==> src/rtl/core/fqkr_pkg.sv <==
`timescale 1ns / 1ps
`default_nettype none

package fqkr_pkg;

  // Defaults for the top-level parameters.
  localparam int unsigned DEPTH_DEF       = 16;
  localparam int unsigned ID_BITS_DEF     = 16;
  localparam int unsigned HANDLE_BITS_DEF = 16;

  // Fixed port field widths.
  localparam int unsigned KIND_W  = 2;
  localparam int unsigned FIELD_W = 16;
  localparam int unsigned STAT_W  = 2;

  // Operation codes.
  localparam logic [KIND_W-1:0] KIND_PUT    = 2'd0;
  localparam logic [KIND_W-1:0] KIND_GET    = 2'd1;
  localparam logic [KIND_W-1:0] KIND_REMOVE = 2'd2;
  localparam logic [KIND_W-1:0] KIND_LOOKUP = 2'd3;

  // Status codes.
  localparam logic [STAT_W-1:0] ST_OK   = 2'd0;
  localparam logic [STAT_W-1:0] ST_MISS = 2'd1;
  localparam logic [STAT_W-1:0] ST_FULL = 2'd2;

  // Microprogram counter width and step addresses.
  localparam int unsigned UPC_W = 4;
  localparam logic [UPC_W-1:0] UA_PUT0  = 4'd0;
  localparam logic [UPC_W-1:0] UA_PUT1  = 4'd1;
  localparam logic [UPC_W-1:0] UA_PUTF  = 4'd2;
  localparam logic [UPC_W-1:0] UA_GET0  = 4'd3;
  localparam logic [UPC_W-1:0] UA_GET1  = 4'd4;
  localparam logic [UPC_W-1:0] UA_REM0  = 4'd5;
  localparam logic [UPC_W-1:0] UA_REM1  = 4'd6;
  localparam logic [UPC_W-1:0] UA_REM2  = 4'd7;
  localparam logic [UPC_W-1:0] UA_LK0   = 4'd8;
  localparam logic [UPC_W-1:0] UA_LK1   = 4'd9;
  localparam logic [UPC_W-1:0] UA_LK2   = 4'd10;
  localparam logic [UPC_W-1:0] UA_SH0   = 4'd11;
  localparam logic [UPC_W-1:0] UA_SH1   = 4'd12;
  localparam logic [UPC_W-1:0] UA_SH2   = 4'd13;
  localparam logic [UPC_W-1:0] UA_MISS  = 4'd14;

  // Control word fields.
  typedef enum logic [1:0] {WR_NONE, WR_NEW, WR_SHIFT} wr_e;
  typedef enum logic {PTR_HOLD, PTR_INC} ptr_e;
  typedef enum logic [1:0] {CNT_HOLD, CNT_INC, CNT_DEC} cnt_e;
  typedef enum logic [2:0] {RES_NONE, RES_OK, RES_MISS, RES_FULL, RES_GET, RES_LOOK} res_e;
  typedef enum logic [2:0] {CND_NEVER, CND_ALWAYS, CND_FULL, CND_EMPTY, CND_END,
                            CND_NOMATCH} cond_e;

  typedef struct packed {
    wr_e              wr;
    ptr_e             ptr;
    cnt_e             cnt;
    res_e             res;
    cond_e            cond;
    logic [UPC_W-1:0] tgt;
    logic             last;
  } ucw_t;

  // Sequencer to datapath.
  typedef struct packed {
    logic accept;
    logic run;
    ucw_t uw;
  } ctl_t;

  // Datapath to sequencer.
  typedef struct packed {
    logic full;
    logic empty;
    logic at_end;
    logic match;
  } flags_t;

  // First step of each operation.
  function automatic logic [UPC_W-1:0] entry_of(input logic [KIND_W-1:0] kind);
    logic [UPC_W-1:0] a;
    case (kind)
      KIND_PUT:    a = UA_PUT0;
      KIND_GET:    a = UA_GET0;
      KIND_REMOVE: a = UA_REM0;
      KIND_LOOKUP: a = UA_LK0;
      default:     a = UA_MISS;
    endcase
    return a;
  endfunction

  // The microprogram. A word whose condition holds jumps to its target,
  // otherwise control falls through to the next step; a last word ends the item.
  function automatic ucw_t ucode_rom(input logic [UPC_W-1:0] addr);
    ucw_t w;
    w = '{wr: WR_NONE, ptr: PTR_HOLD, cnt: CNT_HOLD, res: RES_NONE,
          cond: CND_NEVER, tgt: '0, last: 1'b0};
    case (addr)
      // Put: append at the tail unless full.
      UA_PUT0: begin
        w.cond = CND_FULL;
        w.tgt  = UA_PUTF;
      end
      UA_PUT1: begin
        w.wr   = WR_NEW;
        w.cnt  = CNT_INC;
        w.res  = RES_OK;
        w.last = 1'b1;
      end
      UA_PUTF: begin
        w.res  = RES_FULL;
        w.last = 1'b1;
      end
      // Get: the head is read while the empty test runs.
      UA_GET0: begin
        w.cond = CND_EMPTY;
        w.tgt  = UA_MISS;
      end
      UA_GET1: begin
        w.res  = RES_GET;
        w.ptr  = PTR_INC;
        w.cond = CND_ALWAYS;
        w.tgt  = UA_SH0;
      end
      // Remove: search for the oldest match, then close the gap.
      UA_REM0: begin
        w.cond = CND_END;
        w.tgt  = UA_MISS;
      end
      UA_REM1: begin
        w.ptr  = PTR_INC;
        w.cond = CND_NOMATCH;
        w.tgt  = UA_REM0;
      end
      UA_REM2: begin
        w.res  = RES_OK;
        w.cond = CND_ALWAYS;
        w.tgt  = UA_SH0;
      end
      // Lookup: search for the oldest match and return its handle.
      UA_LK0: begin
        w.cond = CND_END;
        w.tgt  = UA_MISS;
      end
      UA_LK1: begin
        w.ptr  = PTR_INC;
        w.cond = CND_NOMATCH;
        w.tgt  = UA_LK0;
      end
      UA_LK2: begin
        w.res  = RES_LOOK;
        w.last = 1'b1;
      end
      // Gap closing: move each later entry down by one slot.
      UA_SH0: begin
        w.cond = CND_END;
        w.tgt  = UA_SH2;
      end
      UA_SH1: begin
        w.wr   = WR_SHIFT;
        w.ptr  = PTR_INC;
        w.cond = CND_ALWAYS;
        w.tgt  = UA_SH0;
      end
      UA_SH2: begin
        w.cnt  = CNT_DEC;
        w.last = 1'b1;
      end
      UA_MISS: begin
        w.res  = RES_MISS;
        w.last = 1'b1;
      end
      default: begin
        w.last = 1'b1;
      end
    endcase
    return w;
  endfunction

endpackage

`default_nettype wire

==> src/rtl/core/fifo_queue_with_keyed_removal_unit.sv <==
`timescale 1ns / 1ps
`default_nettype none

// Ordered queue of up to DEPTH (id, handle) entries with put, get, remove by
// id and lookup by id. A beat is taken when start is high and busy is low; its
// single result appears on status_o, out_id_o and out_handle_o with done_o high for
// exactly one cycle, and must be captured then, as it cannot be held off.
// Busy falls in the strobe cycle, so the next beat can be taken there. A small
// microprogram walks a store with one registered read port and one write port
// one entry at a time: put appends at the tail, get reads the head and closes
// the gap, lookup searches from the head, and remove searches and then closes
// the gap. Remove and lookup act on the oldest matching id.
module fifo_queue_with_keyed_removal_unit #(
  parameter int unsigned DEPTH       = fqkr_pkg::DEPTH_DEF,
  parameter int unsigned ID_BITS     = fqkr_pkg::ID_BITS_DEF,
  parameter int unsigned HANDLE_BITS = fqkr_pkg::HANDLE_BITS_DEF
) (
  input  wire                            clk_i,
  input  wire                            rst_ni,
  input  wire                            start,
  output logic                           busy,
  input  wire  [fqkr_pkg::KIND_W-1:0]    kind_i,
  input  wire  [fqkr_pkg::FIELD_W-1:0]   item_id_i,
  input  wire  [fqkr_pkg::FIELD_W-1:0]   item_handle_i,
  output logic                           done_o,
  output logic [fqkr_pkg::STAT_W-1:0]    status_o,
  output logic [fqkr_pkg::FIELD_W-1:0]   out_id_o,
  output logic [fqkr_pkg::FIELD_W-1:0]   out_handle_o
);
  import fqkr_pkg::*;

  ctl_t   ctl;
  flags_t flags;

  // Microcode sequencer.
  fqkr_seq u_seq (
    .clk_i   (clk_i),
    .rst_ni  (rst_ni),
    .start   (start),
    .kind_i  (kind_i),
    .flags_i (flags),
    .busy    (busy),
    .done_o  (done_o),
    .ctl_o   (ctl)
  );

  // Store, pointers and result registers.
  fqkr_dp #(
    .DEPTH       (DEPTH),
    .ID_BITS     (ID_BITS),
    .HANDLE_BITS (HANDLE_BITS)
  ) u_dp (
    .clk_i         (clk_i),
    .rst_ni        (rst_ni),
    .ctl_i         (ctl),
    .item_id_i     (item_id_i),
    .item_handle_i (item_handle_i),
    .flags_o       (flags),
    .status_o      (status_o),
    .out_id_o      (out_id_o),
    .out_handle_o  (out_handle_o)
  );

endmodule

`default_nettype wire

==> src/rtl/core/fqkr_seq.sv <==
`timescale 1ns / 1ps
`default_nettype none

module fqkr_seq (
  input  wire                            clk_i,
  input  wire                            rst_ni,
  input  wire                            start,
  input  wire  [fqkr_pkg::KIND_W-1:0]    kind_i,
  input  wire  fqkr_pkg::flags_t         flags_i,
  output logic                           busy,
  output logic                           done_o,
  output fqkr_pkg::ctl_t                 ctl_o
);
  import fqkr_pkg::*;

  logic             busy_q, busy_d;
  logic             done_q, done_d;
  logic [UPC_W-1:0] upc_q, upc_d;
  ucw_t             uw;
  logic             take;
  logic             accept;

  assign accept = start && !busy_q;
  assign uw     = ucode_rom(upc_q);

  // Branch condition of the current control word.
  always_comb begin
    case (uw.cond)
      CND_NEVER:   take = 1'b0;
      CND_ALWAYS:  take = 1'b1;
      CND_FULL:    take = flags_i.full;
      CND_EMPTY:   take = flags_i.empty;
      CND_END:     take = flags_i.at_end;
      CND_NOMATCH: take = !flags_i.match;
      default:     take = 1'b0;
    endcase
  end

  // Next step: dispatch on a new beat, otherwise jump, fall through or finish.
  always_comb begin
    busy_d = busy_q;
    upc_d  = upc_q;
    done_d = 1'b0;
    if (!busy_q) begin
      if (start) begin
        busy_d = 1'b1;
        upc_d  = entry_of(kind_i);
      end
    end else if (uw.last) begin
      busy_d = 1'b0;
      done_d = 1'b1;
    end else if (take) begin
      upc_d = uw.tgt;
    end else begin
      upc_d = upc_q + UPC_W'(1);
    end
  end

  // Step counter and the result strobe.
  always_ff @(posedge clk_i or negedge rst_ni) begin
    if (!rst_ni) begin
      busy_q <= 1'b0;
      done_q <= 1'b0;
      upc_q  <= '0;
    end else begin
      busy_q <= busy_d;
      done_q <= done_d;
      upc_q  <= upc_d;
    end
  end

  assign busy          = busy_q;
  assign done_o        = done_q;
  assign ctl_o.accept  = accept;
  assign ctl_o.run     = busy_q;
  assign ctl_o.uw      = uw;

  // The strobe only appears once the sequencer has let go of the item.
  assert property (@(posedge clk_i) disable iff (!rst_ni) done_q |-> !busy_q)
    else $error("result strobe while still busy");

  // An accepted beat always starts the program.
  assert property (@(posedge clk_i) disable iff (!rst_ni) accept |=> busy_q)
    else $error("accepted beat did not start the sequencer");

endmodule

`default_nettype wire

==> src/rtl/core/fqkr_dp.sv <==
`timescale 1ns / 1ps
`default_nettype none

module fqkr_dp #(
  parameter int unsigned DEPTH       = fqkr_pkg::DEPTH_DEF,
  parameter int unsigned ID_BITS     = fqkr_pkg::ID_BITS_DEF,
  parameter int unsigned HANDLE_BITS = fqkr_pkg::HANDLE_BITS_DEF
) (
  input  wire                             clk_i,
  input  wire                             rst_ni,
  input  wire  fqkr_pkg::ctl_t            ctl_i,
  input  wire  [fqkr_pkg::FIELD_W-1:0]    item_id_i,
  input  wire  [fqkr_pkg::FIELD_W-1:0]    item_handle_i,
  output fqkr_pkg::flags_t                flags_o,
  output logic [fqkr_pkg::STAT_W-1:0]     status_o,
  output logic [fqkr_pkg::FIELD_W-1:0]    out_id_o,
  output logic [fqkr_pkg::FIELD_W-1:0]    out_handle_o
);
  import fqkr_pkg::*;

  localparam int unsigned AW = $clog2(DEPTH);
  localparam int unsigned CW = $clog2(DEPTH + 1);

  // Entry store, slot 0 is the head.
  logic [ID_BITS-1:0]     id_mem  [DEPTH];
  logic [HANDLE_BITS-1:0] hnd_mem [DEPTH];

  logic [CW-1:0]          count_q, count_d;
  logic [CW-1:0]          ptr_q, ptr_d;
  logic [CW-1:0]          ptr_dec;
  logic [ID_BITS-1:0]     key_q;
  logic [HANDLE_BITS-1:0] hnd_q;
  logic [ID_BITS-1:0]     rd_id_q;
  logic [HANDLE_BITS-1:0] rd_hnd_q;
  logic [STAT_W-1:0]      res_st_q;
  logic [FIELD_W-1:0]     res_id_q;
  logic [FIELD_W-1:0]     res_hnd_q;
  ucw_t                   uw;
  logic                   run;

  assign uw      = ctl_i.uw;
  assign run     = ctl_i.run;
  assign ptr_dec = ptr_q - CW'(1);

  // Status flags for the branch logic.
  assign flags_o.full   = (count_q == CW'(DEPTH));
  assign flags_o.empty  = (count_q == '0);
  assign flags_o.at_end = (ptr_q == count_q);
  assign flags_o.match  = (rd_id_q == key_q);

  // Walk pointer and fill count.
  always_comb begin
    ptr_d   = ptr_q;
    count_d = count_q;
    if (ctl_i.accept) begin
      ptr_d = '0;
    end else if (run) begin
      if (uw.ptr == PTR_INC) begin
        ptr_d = ptr_q + CW'(1);
      end
      case (uw.cnt)
        CNT_HOLD: count_d = count_q;
        CNT_INC:  count_d = count_q + CW'(1);
        CNT_DEC:  count_d = count_q - CW'(1);
        default:  count_d = count_q;
      endcase
    end
  end

  always_ff @(posedge clk_i or negedge rst_ni) begin
    if (!rst_ni) begin
      ptr_q   <= '0;
      count_q <= '0;
    end else begin
      ptr_q   <= ptr_d;
      count_q <= count_d;
    end
  end

  // Operands of the accepted beat.
  always_ff @(posedge clk_i) begin
    if (ctl_i.accept) begin
      key_q <= ID_BITS'(item_id_i);
      hnd_q <= HANDLE_BITS'(item_handle_i);
    end
  end

  // Store: one registered read at the pointer, one write per cycle.
  always_ff @(posedge clk_i) begin
    rd_id_q  <= id_mem[ptr_q[AW-1:0]];
    rd_hnd_q <= hnd_mem[ptr_q[AW-1:0]];
    if (run && uw.wr == WR_NEW) begin
      id_mem[count_q[AW-1:0]]  <= key_q;
      hnd_mem[count_q[AW-1:0]] <= hnd_q;
    end else if (run && uw.wr == WR_SHIFT) begin
      id_mem[ptr_dec[AW-1:0]]  <= rd_id_q;
      hnd_mem[ptr_dec[AW-1:0]] <= rd_hnd_q;
    end
  end

  // Result registers, held until the next item's program sets them.
  always_ff @(posedge clk_i) begin
    if (run) begin
      case (uw.res)
        RES_OK: begin
          res_st_q  <= ST_OK;
          res_id_q  <= '0;
          res_hnd_q <= '0;
        end
        RES_MISS: begin
          res_st_q  <= ST_MISS;
          res_id_q  <= '0;
          res_hnd_q <= '0;
        end
        RES_FULL: begin
          res_st_q  <= ST_FULL;
          res_id_q  <= '0;
          res_hnd_q <= '0;
        end
        RES_GET: begin
          res_st_q  <= ST_OK;
          res_id_q  <= FIELD_W'(rd_id_q);
          res_hnd_q <= FIELD_W'(rd_hnd_q);
        end
        RES_LOOK: begin
          res_st_q  <= ST_OK;
          res_id_q  <= '0;
          res_hnd_q <= FIELD_W'(rd_hnd_q);
        end
        default: begin
          res_st_q  <= res_st_q;
        end
      endcase
    end
  end

  assign status_o     = res_st_q;
  assign out_id_o     = res_id_q;
  assign out_handle_o = res_hnd_q;

  // The fill count never passes the store depth.
  assert property (@(posedge clk_i) disable iff (!rst_ni) count_q <= CW'(DEPTH))
    else $error("fill count beyond depth");

  // An append is only issued when there is room.
  assert property (@(posedge clk_i) disable iff (!rst_ni)
                   (run && uw.wr == WR_NEW) |-> !flags_o.full)
    else $error("append into a full store");

  // A gap-closing write always targets a slot below the pointer.
  assert property (@(posedge clk_i) disable iff (!rst_ni)
                   (run && uw.wr == WR_SHIFT) |-> (ptr_q != '0 && ptr_q < count_q))
    else $error("gap-closing write out of range");

endmodule

`default_nettype wire
==> config.mk <==
export PLATFORM = sky130hd
export DESIGN_NAME = fifo_queue_with_keyed_removal_unit
export DESIGN_NICKNAME = d
export VERILOG_FILES = /design/src/rtl/core/fqkr_pkg.sv /design/src/rtl/core/fifo_queue_with_keyed_removal_unit.sv /design/src/rtl/core/fqkr_seq.sv /design/src/rtl/core/fqkr_dp.sv
export SDC_FILE = /design/constraint.sdc
export NUM_CORES = 1
export LEC_CHECK = 0
export ABC_AREA = 1
export BUFFER_PORTS_ARGS = -buffer_cell sky130_fd_sc_hd__buf_2
export CAP_MARGIN = 20
export CORE_ASPECT_RATIO = 1.5
export CORE_MARGIN = 4
export CORE_UTILIZATION = 50
export DETAILED_ROUTE_END_ITERATION = 6
export PLACE_DENSITY = 0.72
export SYNTH_ARGS = -nofsm -noshare
export SYNTH_HDL_FRONTEND = slang
export SYNTH_SLANG_ARGS = --single-unit
==> constraint.sdc <==
create_clock -name clk_i -period 4.05 [get_ports clk_i]
set_input_delay 0.81 -clock clk_i [delete_from_list [all_inputs] [get_ports clk_i]]
set_output_delay 0.81 -clock clk_i [all_outputs]
set_load 0.05 [all_outputs]
# [Word-level counts from Yosys, hierarchy flattened]
# Memories as Yosys holds them, arrays and structs flattened. A register that Yosys moved wholly into a read port is not among the register bits.
# Cells that the tools add are included.
# W data, S select, Z words.
[word_totals] memories=2 inputBits=37 mem_bits_rw=512 register_bits=82 out_inout_bits=36 rom_bits=0 elab_cells=119 latch_bits=0
[mem_list] memory="u_dp.hnd_mem" depth=16 width=16 read_ports=1 rd_clocked_by_memory_dff=1 wr=1 line_no="fqkr_dp.sv:26" text="logic [HANDLE_BITS-1:0] hnd_mem [DEPTH];"
[mem_list] memory="u_dp.id_mem" depth=16 width=16 read_ports=1 rd_clocked_by_memory_dff=1 wr=1 line_no="fqkr_dp.sv:25" text="logic [ID_BITS-1:0] id_mem [DEPTH];"
[classes] eq_ne=35 n_mul=0 n_lt_le_gt_ge=0 n_reduce_logical=32 shifts=0 muxes=34 n_div=0 bitwise=1 add_sub_neg=5
[ops] operator="$pmux W16 S2" count=2
[ops] operator="$pmux W7 S7" count=1
[ops] operator="$mux W16" count=2
[ops] operator="$reduce_or A16 Y1" count=2
[ops] operator="$eq A4 B4 Y1 const B" count=7
[ops] operator="$mux W4" count=6
[ops] operator="$eq A16 B16 Y1" count=1
[ops] operator="$eq A4 B3 Y1 const B" count=4
[ops] operator="$pmux W4 S4" count=1
[ops] operator="$mux W5" count=3
[ops] operator="$pmux W3 S5" count=1
[ops] operator="$mux W1" count=13
[ops] operator="$eq A3 B2 Y1 const B" count=4
[ops] operator="$eq A3 B3 Y1 const B" count=4
[ops] operator="$reduce_bool A2 Y1" count=6
[ops] operator="$add A5 B1 Y5 const B" count=2
[ops] operator="$pmux W5 S2" count=1
[ops] operator="$reduce_and A2 Y1" count=5
[ops] operator="$reduce_or A10 Y1" count=1
[ops] operator="$reduce_or A3 Y1" count=3
[ops] operator="$eq A2 B2 Y1 const B" count=4
[ops] operator="$eq A4 B2 Y1 const B" count=2
[ops] operator="$pmux W2 S2" count=2
[ops] operator="$reduce_or A4 Y1" count=2
[ops] operator="20 further kinds" count=28

# [Logic depth before layout (Yosys ltp)]
# Gate-level depths: netlist of the first run.
[depth] ltp_word=9 mapped_depth=17 depth_no_buf=16

# [By module]
# From an unflattened synthesis of the first run, not the netlist that was laid out.
[unflattened] hier_cells=2751 hier_area_um2=27485.1
[by_module_without_submodules] mod="fqkr_dp" area_each_um2=26629.3 cells_each=2626 n_inst=1 seq_area_each_um2=18247.5
[by_module_without_submodules] mod="fqkr_seq" area_each_um2=855.8 cells_each=125 n_inst=1 seq_area_each_um2=150.1

# [Worst setup path before layout of the first run]
# Ideal clock, no wire load.
[synth_timing] kind="flip-flop to flip-flop" startpoint="register u_dp.ptr_q[0]" endpoint="memory u_dp.hnd_mem[3][0] in the netlist's numbering, enable pin" stages_incl_launch_ff=11 period_less_slack_ns=3.775 arrival_ns=3.354 path_slack_ns=0.275 required_time_ns=3.629 cell_sequence="dfrtp_1 inv_1 buf_2 clkbuf_1 clkbuf_1 ha_1 xnor2_1 inv_1 o21ai_0 nand2_1 nor2_1"
[synth_between] elab_chain_len=2
[synth_lines] item="start: declaration" line_no="fqkr_dp.sv:29" text="logic [CW-1:0] ptr_q, ptr_d;"
[synth_lines] item="start signal: assignment" line_no="fqkr_dp.sv:75" text="ptr_q <= ptr_d;"
[synth_lines] item="$sub A4 B1 Y4" line_no="fqkr_dp.sv:43" text="assign ptr_dec = ptr_q - CW'(1);"
[synth_lines] item="$mux W4 (no source line)"
[synth_lines] item="end: declaration" line_no="fqkr_dp.sv:26"
# Every way passes these cells.

# [Final worst setup path of the first run]
[layout_timing] startpoint="register u_seq.upc_q[0]" endpoint="memory u_dp.hnd_mem[11][15] in the netlist's numbering, enable pin"
[layout_between] elab_chain_len=9 elab_cells_between_ends=15
[layout_lines] item="start: declaration" line_no="fqkr_seq.sv:18" text="logic [UPC_W-1:0] upc_q, upc_d;"
[layout_lines] item="start signal: assignment" line_no="fqkr_seq.sv:68" text="upc_q <= upc_d;"
[layout_lines] item="$eq A4 B4 Y1 / $eq A4 B1 Y1 (equally long branches)" line_no="fqkr_pkg.sv:97" text="case (addr)"
[layout_lines] item="$pmux W2 S2 (*)" line_no="fqkr_pkg.sv:97"
[layout_lines] item="$eq A2 B2 Y1" line_no="fqkr_dp.sv:95" text="end else if (run && uw.wr == WR_SHIFT) begin"
[layout_lines] item="$logic_and A1 B1 Y1" line_no="fqkr_dp.sv:95"
[layout_lines] item="$mux W1" line_no="fqkr_dp.sv:95"
[layout_lines] item="$mux W1" line_no="fqkr_dp.sv:92" text="if (run && uw.wr == WR_NEW) begin"
[layout_lines] item="$mux W1 (implied by the code)" line_no="fqkr_dp.sv:97" text="hnd_mem[ptr_dec[AW-1:0]] <= rd_hnd_q;"
[layout_lines] item="$reduce_or A16 Y1 (no source line)"
[layout_lines] item="$mux W4 (no source line) / $mux W1 (equally long branches)"
# Mark *: on every way between the ends. The rest lies on a longest branch, timed or not.

==> qor.yml, run 1 <==
outcome: "complete, no violations"
ys_types: 38
rsz0062_at_grt: "false"
static-leakage-power_nw: 10.0
instances_no_fill: 2709
clock-root-buffer: "sky130_fd_sc_hd__clkbuf_16"
place.gp.congestion: 0.846
critPathTopFamily: "simple AND/OR/NAND/NOR gates"
critical-path-slowest-cell: "sky130_fd_sc_hd__buf_4"
post_cts.repair.setup_buffers: 0
setup_crit_start_kind: "register"
critical_path_class: "reg -> reg"
ctsLongestPathBuffers: 3
clock_latency_ns: 0.59
die_w_um: 189
grt_first_pass_wirelength_mm: 90.5
globalRouteTotalUtil: 0.222
most-common-layout-cells: "sky130_fd_sc_hd__edfxtp_1, sky130_fd_sc_hd__nand2_1, sky130_fd_sc_hd__o21ai_0, sky130_fd_sc_hd__nor2_1, sky130_fd_sc_hd__inv_1"
totalWireLength_mm: 59.5
hold_class: "in -> async"
first_global_vias: 15900
maxClockFrequency_mhz: 277
vias_per_cell: 5.77
timing.final.hold_violations: 0
route.antenna.remaining_nets: 0
drv_slew: 0
worst_hold_margin_ns: 0.151
design_power_total_mw: 20.3
end_kind: "register"
filler_cell_count: 3818
clock_sink_count: 626
num_vias: 15600
dr_wl_met3_mm: 4.32
number_of_enable_type_register_cells_in_the_synthesized_netlist: 578
dpl.hpwl_mm: 35.6
post-route-util: 0.574
floorplan.die_area_mm2: 0.0531
grt_antenna_before_repair: 1
floorplan.die.height_um: 280
synthesis.instances: 1918
core_mm2: 0.0488
synth_area_per_cell_um2: 12.9
tritoncts: "yes"
route.detailed.wl_per_inst_um: 22.0
final_layout_size_suffix_gt1_frac: 0.135
finalCritPeriodShare: 0.892
finalSetupViolCount: 0
timing.critical_path.arrival_ns: 3.85
period_minus_slack_ns: 3.61
core.rowCount: 99
grt_remaining_overflow: 0
cts-buffers-inserted: 55
floorplan.initialDensity: 0.506
cts-resized-gates: 0
synth.yosys.warnings: 0
worstPathBufferInverterCount: 3
synth_cell_area_mm2: 0.0247
worst_slew_pin_slew_ns: 1.07
cts_max_level: 2
crit_fanout: 23
drcViolationCount: 0
maxCapViolCount: 0
setup_tns_ns: 0
ys_ff_latch: 626
placed_cells: 2604
top_level_ports: 73
power.ir.vdd_worst_v: 0.000453
syn_to_final_growth_pct: 13.3
synthesized_netlist_net_count: 1969
pin_count_of_the_biggest_net_entering_global_routing: 201
postCtsHoldBufs: 0
finClkSkew_ns: 0.0158
pwr_density_cell_mw_per_mm2: 727
final_nets: 2057
drt-pass1-iter-count: 5
wl_met2_mm: 30.9
max_stage_delay_ns: 0.46
most_common_cell_after_layout_fill_and_taps_aside: "sky130_fd_sc_hd__edfxtp_1"
dr.first_iter.drc_count: 1637
crit_path_cell_trace: "inv_1 -> ha_1 -> nand3_1 -> nor2_1 -> inv_2 -> o21ai_0 -> nand3_1 -> nor2_4 -> buf_4"
rel_slew_slack: 0.289
port_buffers: 72
synth_sequential_area_ratio: 0.745
clk_pin_slew_worst_paths_ns: 0.07
synth_flop_cell: "sky130_fd_sc_hd__edfxtp_1"
worstPathRequired_ns: 4.28
cpMostUsedCell: "sky130_fd_sc_hd__nand3_1"
synth_async_sr_flop_share: 0.0256
met1Wirelength_mm: 22.1
antenna_cells_inserted: 0
dr_top_layer: "met5"
-- cell families after synthesis --
logic type / Yosys count / synth area share
XOR/XNOR: 21 / 0.00744
AO/OA/AOI/OAI: 433 / 0.104
adder cells (fa/ha/maj): 14 / 0.00739
buffers and inverters: 237 / 0.0389
flip-flops: 626 / 0.745
AND/OR/NAND/NOR: 587 / 0.0978
-- stage by stage --
stage / worst slack [ns] / instance area (µm²)
floorplan: 0.275 / 24700
global placement: 0.653 / 26200
detailed placement: 0.500 / 26200
CTS: 0.464 / 28000
global route: 0.265 / 28000
finish: 0.436 / 28000
-- cells in the mapped netlist (2+ instances only) --
| cell type | count | area (µm²) |
|---|---|---|
| sky130_fd_sc_hd__a2111oi_0 | 14 | 123 |
| sky130_fd_sc_hd__a21oi_1 | 106 | 531 |
| sky130_fd_sc_hd__a31oi_1 | 3 | 18.8 |
| sky130_fd_sc_hd__a32o_1 | 17 | 170 |
| sky130_fd_sc_hd__buf_1 | 10 | 37.5 |
| sky130_fd_sc_hd__buf_2 | 31 | 155 |
| sky130_fd_sc_hd__buf_6 | 4 | 45.0 |
| sky130_fd_sc_hd__clkbuf_1 | 65 | 244 |
| sky130_fd_sc_hd__clkinv_1 | 3 | 11.3 |
| sky130_fd_sc_hd__dfrtp_1 | 16 | 400 |
| sky130_fd_sc_hd__dfxtp_1 | 32 | 641 |
| sky130_fd_sc_hd__edfxtp_1 | 578 | 17400 |
| sky130_fd_sc_hd__ha_1 | 13 | 163 |
| sky130_fd_sc_hd__inv_1 | 122 | 458 |
| sky130_fd_sc_hd__nand2_1 | 297 | 1110 |
| sky130_fd_sc_hd__nand2_2 | 5 | 31.3 |
| sky130_fd_sc_hd__nand3_1 | 79 | 395 |
| sky130_fd_sc_hd__nand3_2 | 3 | 30.0 |
| sky130_fd_sc_hd__nand4_1 | 8 | 50.1 |
| sky130_fd_sc_hd__nor2_1 | 171 | 642 |
| sky130_fd_sc_hd__nor2_2 | 4 | 25.0 |
| sky130_fd_sc_hd__nor2_4 | 2 | 22.5 |
| sky130_fd_sc_hd__nor3_1 | 8 | 40.0 |
| sky130_fd_sc_hd__nor3b_1 | 2 | 15.0 |
| sky130_fd_sc_hd__o2111ai_1 | 48 | 420 |
| sky130_fd_sc_hd__o21ai_0 | 182 | 911 |
| sky130_fd_sc_hd__o21ai_1 | 9 | 45.0 |
| sky130_fd_sc_hd__o22ai_1 | 51 | 319 |
| sky130_fd_sc_hd__or2_2 | 7 | 43.8 |
| sky130_fd_sc_hd__xnor2_1 | 10 | 87.6 |
| sky130_fd_sc_hd__xor2_1 | 11 | 96.3 |
-- metal layers --
layer / up-vias / global-route usage
met5: - / 0
met4: 2 / 0.0854
met3: 144 / 0.0316
met2: 749 / 0.395
met1: 7633 / 0.275
li1: 7107 / -
-- final cells by class --
type	count	area, µm²	share of cell area
Inverter	127	484	0.0173
Timing Repair Buffer	141	978	0.0349
Tap cell	656	821	0.0293
Clock inverter	29	315	0.0113
Multi-Input combinational cell	1055	5480	0.196
Clock buffer	75	1510	0.0540
Sequential cell	626	18400	0.657
-- power breakdown --
part | leakage, nW | internal [mW] | switching, mW
Sequential | 5.70 | 8.21 | 0.360
Clock | 0.901 | 3.01 | 2.28
Combinational | 3.43 | 1.70 | 4.78
Total | 10.0 | 12.9 | 7.43
-- final timing paths --
path	startpoint	to	slack [ns]	depth (start not counted)
min reg2reg	u_dp.rd_hnd_q[12]	u_dp.out_handle_o[12]	0.54	2
max reg2reg	u_seq.upc_q[0]	u_dp.hnd_mem[11][15]	0.44	9
max in group asynchronous	rst_ni	u_dp.ptr_q[0]	3.58	1
min in group clk_i	item_id_i[5]	u_dp.key_q[5]	0.39	1
min	rst_ni	u_seq.upc_q[1]	0.15	1
max	u_seq.upc_q[0]	u_dp.hnd_mem[11][15]	0.44	9
-- state kept, by name, indices dropped and copies added, names as in the netlist, 2 cells and up --
register / cells
u_dp.key_q: 16
u_dp.hnd_q: 16
u_dp.id_mem: 256
u_dp.rd_id_q: 16
u_dp.out_handle_o: 16
u_dp.ptr_q: 5
u_dp.status_o: 2
u_dp.hnd_mem: 256
u_seq.upc_q: 4
u_dp.rd_hnd_q: 16
u_dp.out_id_o: 16
u_dp.count_q: 5
Power figures use the tool's default switching activity.
==> inputs of run 2 (changes only) <==
==> constraint.sdc (replaced) <==
create_clock -name clk_i -period 3.1 [get_ports clk_i]
set_input_delay 0.62 -clock clk_i [delete_from_list [all_inputs] [get_ports clk_i]]
set_output_delay 0.62 -clock clk_i [all_outputs]
set_load 0.05 [all_outputs]
==> qor.yml, run 2 (same netlist as run 1, synthesis figures left out) <==
place.gp.congestion: 0.881
maxCapViolCount: 0
rsz0062_at_grt: "false"
instances_no_fill: 2737
crit_fanout: 19
post_cts.repair.setup_buffers: 0
setup_crit_start_kind: "register"
static-leakage-power_nw: 10.2
final_area_mm2: 0.0283
cts-buffers-inserted: 56
first_global_vias: 15800
clock_sink_count: 626
rel_slew_slack: 0.299
floorplan.die_area_mm2: 0.0531
antenna_cells_inserted: 0
post-route-util: 0.581
syn_to_final_growth_pct: 14.7
route.detailed.wl_per_inst_um: 21.9
dpl.hpwl_mm: 36.4
globalRouteTotalUtil: 0.223
final_layout_size_suffix_gt1_frac: 0.150
number_of_cells_on_the_worst_hold_path: 1
end_kind: "register"
core.rowCount: 99
tritoncts: "yes"
die_w_um: 189
vias_per_cell: 5.70
floorplan.die.height_um: 280
pin_count_of_the_biggest_net_entering_global_routing: 146
outcome: "complete, no violations"
port_buffers: 72
pwr_density_cell_mw_per_mm2: 954
drcViolationCount: 0
most-common-layout-cells: "sky130_fd_sc_hd__edfxtp_1, sky130_fd_sc_hd__nand2_1, sky130_fd_sc_hd__o21ai_0, sky130_fd_sc_hd__nor2_1, sky130_fd_sc_hd__inv_1"
timing.final.hold_violations: 0
power.ir.vdd_worst_v: 0.000673
period_minus_slack_ns: 2.80
clock-root-buffer: "sky130_fd_sc_hd__clkbuf_16"
placed_area_mm2: 0.0265
drt-pass1-iter-count: 5
reg2reg_depth: 9
route.antenna.remaining_nets: 0
core_mm2: 0.0488
grt_remaining_overflow: 0
critical_path_class: "reg -> reg"
design_power_total_mw: 27.0
most_common_cell_after_layout_fill_and_taps_aside: "sky130_fd_sc_hd__edfxtp_1"
timing.critical_path.arrival_ns: 3.06
dr.first_iter.drc_count: 1545
clock_latency_ns: 0.61
clk_pin_slew_worst_paths_ns: 0.06
final_nets: 2085
floorplan.initialDensity: 0.506
worst_slew_pin_slew_ns: 1.04
worstPathRequired_ns: 3.36
final_critical_path_setup_slack_ns: 0.299
setup_tns_ns: 0
top_level_ports: 73
grt_antenna_before_repair: 0
finalCritPeriodShare: 0.904
place_worst_setup_slack_ns: 0.133
finClkSkew_ns: 0.0234
hold_class: "in -> reg"
worst_hold_margin_ns: 0.192
cts_max_level: 2
finalSetupViolCount: 0
totalWireLength_mm: 59.9
placed_cells: 2631
grt_first_pass_wirelength_mm: 91.3
ctsLongestPathBuffers: 3
maxClockFrequency_mhz: 357
num_vias: 15600
drv_slew: 0
==> run 2: cell types whose count changed in the layout (fill, tap and decap cells not counted), sizes merged <==
| cell | before | now |
|---|---|---|
| inv | 125 | 126 |
| clkinvlp | 2 | 3 |
| clkinv | 23 | 31 |
| clkbuf | 75 | 66 |
| buf | 141 | 167 |
| dlygate4sd3 | 0 | 1 |
==> run 2: layout make-up <==
cell class                 count  area, µm²
inverter                     127        484
tap                          656        821
clock buffer                  66       1490
fill                        3810      20500
timing repair buffer         168       1270
clock inverter                39        368
sequential                   626      18400
multi-input combinational   1055       5500
==> run 2: final timing paths <==
check	start	slack (ns)	end
worst max register to register	u_seq.upc_q[0]	0.30	u_dp.id_mem[14][5]
max in group asynchronous	rst_ni	2.16	u_dp.ptr_q[0]
worst max-delay path	u_seq.upc_q[0]	0.30	u_dp.id_mem[14][5]
worst min register to register	u_dp.count_q[4]	0.54	u_dp.count_q[4]
worst min-delay path	item_id_i[12]	0.19	u_dp.key_q[12]
min in group asynchronous	rst_ni	0.57	u_dp.count_q[0]
==> run 2: layer usage <==
metal  routed length, µm  GRT usage  vias to the layer above
li1                    -          -                     7181
met1               22000      0.270                     7598
met2               31000      0.394                      679
met3                3830     0.0297                      147
met4                2980      0.110                        0
met5                   0          0                        -
==> run 2: power breakdown <==
part	total, mW	leakage [nW]	internal, mW	switching [mW]
combinational	8.93	3.58	2.40	6.53
sequential	11.1	5.70	10.7	0.418
clock	6.95	0.919	3.95	3.00
total	27.0	10.2	17.1	9.95
==> run 2: repair_timing <==
item / in CTS / in global routing
endpoints found under the hold margin: 16 / 0
hold buffers: 1 / 0
gates resized for setup: 0 / 5
endpoints found under the setup margin: 0 / 263
==> run 2: worst max-delay path, cell delays in order, from the launching register on <==
cell and delay (ns):
sky130_fd_sc_hd__dfrtp_1 0.45, sky130_fd_sc_hd__inv_1 0.11, sky130_fd_sc_hd__ha_1 0.23, sky130_fd_sc_hd__nand3_1 0.19
sky130_fd_sc_hd__nor2_2 0.24, sky130_fd_sc_hd__inv_2 0.10, sky130_fd_sc_hd__o21ai_0 0.36, sky130_fd_sc_hd__nand3_2 0.31
sky130_fd_sc_hd__nor2_4 0.16, sky130_fd_sc_hd__buf_4 0.30
==> inputs of run 3 (changes only) <==
--- a/config.mk
+++ b/config.mk
@@ -6,13 +6,14 @@
 export NUM_CORES = 1
 export LEC_CHECK = 0
 export ABC_AREA = 1
-export BUFFER_PORTS_ARGS = -buffer_cell sky130_fd_sc_hd__buf_2
+export BUFFER_PORTS_ARGS = -buffer_cell sky130_fd_sc_hd__clkbuf_2
 export CAP_MARGIN = 20
 export CORE_ASPECT_RATIO = 1.5
 export CORE_MARGIN = 4
 export CORE_UTILIZATION = 50
 export DETAILED_ROUTE_END_ITERATION = 6
-export PLACE_DENSITY = 0.72
+export PLACE_DENSITY = 0.69
+export REMOVE_ABC_BUFFERS = 1
 export SYNTH_ARGS = -nofsm -noshare
 export SYNTH_HDL_FRONTEND = slang
 export SYNTH_SLANG_ARGS = --single-unit
==> constraint.sdc (replaced) <==
create_clock -name clk_i -period 3.6 [get_ports clk_i]
set_input_delay 0.72 -clock clk_i [delete_from_list [all_inputs] [get_ports clk_i]]
set_output_delay 0.72 -clock clk_i [all_outputs]
set_load 0.05 [all_outputs]
==> qor.yml, run 3 (same netlist as run 1, synthesis figures left out) <==
global_routing_usage_on_met1: 0.304
dpl.hpwl_mm: 38.1
maxCapViolCount: 0
drv_slew: 0
gr-usage-met3: 0.0291
crit_fanout: 22
pin_count_of_the_biggest_net_entering_global_routing: 189
floorplan.die.height_um: 280
rel_slew_slack: 0.396
clk_pin_slew_worst_paths_ns: 0.07
drcViolationCount: 0
finalCritPeriodShare: 0.923
timing.critical_path.arrival_ns: 3.61
floorplan.die_area_mm2: 0.0531
maxClockFrequency_mhz: 301
hold_class: "in -> async"
globalRoute.busiestLayer: "met2"
finClkSkew_ns: 0.0110
timing.final.hold_violations: 0
worstPathBufferInverterCount: 3
filler_cell_count: 3812
worst_hold_margin_ns: 0.0789
drt-pass1-iter-count: 7
top_level_ports: 73
pwr_density_cell_mw_per_mm2: 828
critical-path-slowest-cell: "sky130_fd_sc_hd__nor2_4"
finalSetupViolCount: 0
crit_path_cell_trace: "inv_1 -> ha_1 -> nand3_1 -> nor2_1 -> inv_2 -> o21ai_0 -> nand2_1 -> nor2_4 -> buf_12"
die_w_um: 189
max_stage_delay_ns: 0.46
grt_remaining_overflow: 0
worstPathRequired_ns: 3.88
final_nets: 2094
place.gp.congestion: 0.862
static-leakage-power_nw: 10.3
most_common_cell_after_layout_fill_and_taps_aside: "sky130_fd_sc_hd__edfxtp_1"
groute.layer.met2.usage: 0.399
grt_first_pass_wirelength_mm: 94.6
place_worst_setup_slack_ns: 0.271
core.rowCount: 99
clock_sink_count: 626
critical_path_class: "reg -> reg"
route.detailed.wl_per_inst_um: 23.0
floorplan.initialDensity: 0.506
first_global_vias: 15500
ctsLongestPathBuffers: 3
clock-root-buffer: "sky130_fd_sc_hd__clkbuf_16"
globalRouteTotalUtil: 0.234
multi_input_comb_area_mm2: 0.00549
dr.first_iter.drc_count: 1783
period_minus_slack_ns: 3.32
rsz0062_at_grt: "true"
vias_per_cell: 5.78
route.antenna.remaining_nets: 0
tritoncts: "yes"
clock_latency_ns: 0.59
setup_tns_ns: 0
end_kind: "register"
worst_slew_pin_slew_ns: 0.903
grt_antenna_before_repair: 0
port_buffers: 72
final_critical_path_setup_slack_ns: 0.279
final_layout_size_suffix_gt1_frac: 0.152
setup_crit_start_kind: "register"
cts-buffers-inserted: 57
post-route-util: 0.585
outcome: "complete, no violations"
totalWireLength_mm: 63.3
core_mm2: 0.0488
register_area_mm2: 0.0184
most-common-layout-cells: "sky130_fd_sc_hd__edfxtp_1, sky130_fd_sc_hd__nand2_1, sky130_fd_sc_hd__o21ai_0, sky130_fd_sc_hd__nor2_1, sky130_fd_sc_hd__inv_1"
cts_max_level: 2
critPathTopFamily: "simple AND/OR/NAND/NOR gates"
power.ir.vdd_worst_v: 0.000576
syn_to_final_growth_pct: 15.5
antenna_cells_inserted: 0
num_vias: 15900
==> run 3: per-layer routing <==
metal | up-vias | wire (µm)
li1 | 7199 | -
met3 | 151 | 4160
met2 | 706 | 31800
met4 | 0 | 2970
met1 | 7830 | 24400
met5 | - | 0
==> run 3: final timing paths <==
path                       cells after the start       startpoint  slack (ns)                end
setup / recovery                               9   u_seq.upc_q[0]        0.28  u_dp.id_mem[8][7]
hold / removal                                 1           rst_ni        0.08     u_seq.upc_q[3]
setup reg to reg                               9   u_seq.upc_q[0]        0.28  u_dp.id_mem[8][7]
hold reg to reg                                1  u_dp.count_q[4]        0.53    u_dp.count_q[4]
max in group asynchronous                      1           rst_ni        3.15      u_dp.ptr_q[0]
min in group clk_i                             1    item_id_i[12]        0.30     u_dp.key_q[12]
==> run 3: area by class of cell <==
type                            instances  area share
Multi-Input combinational cell       1055       0.192
Tap cell                              656      0.0288
Clock buffer                           76      0.0554
Clock inverter                         32      0.0143
Sequential cell                       626       0.645
Inverter                              127      0.0170
Timing Repair Buffer                  176      0.0474
==> run 3: what timing repair did <==
action	4_1_cts	5_1_grt
hold buffers	0	0
setup buffers	0	22
gates resized for setup	0	1
endpoints found under the setup margin	0	229
==> run 3: power by group <==
group / leakage (nW) / switching (mW) / total (mW) / internal, mW
clock network: 0.976 / 2.63 / 6.37 / 3.74
registers: 5.70 / 0.428 / 9.66 / 9.23
logic: 3.65 / 5.59 / 7.58 / 1.99
total: 10.3 / 8.65 / 23.6 / 15.0
==> run 3: worst register-to-register path: cells and delay by family, from the launching register on <==
family,cells,cell delay (ns)
simple gates,4,1.28
fa+ha+maj,1,0.26
compound gates,1,0.42
buf+inv,3,0.60
flops,1,0.45
==> run 3: per-stage QoR <==
step	instance area (µm²)	total power, mW	std cells
2_1_floorplan	24200	14.5	1808
3_3_place_gp	26300	17.2	2616
3_5_place_dp	26300	17.3	2616
4_1_cts	28300	23.7	2724
5_1_grt	28500	24.8	2748
6_report	28500	23.6	2748
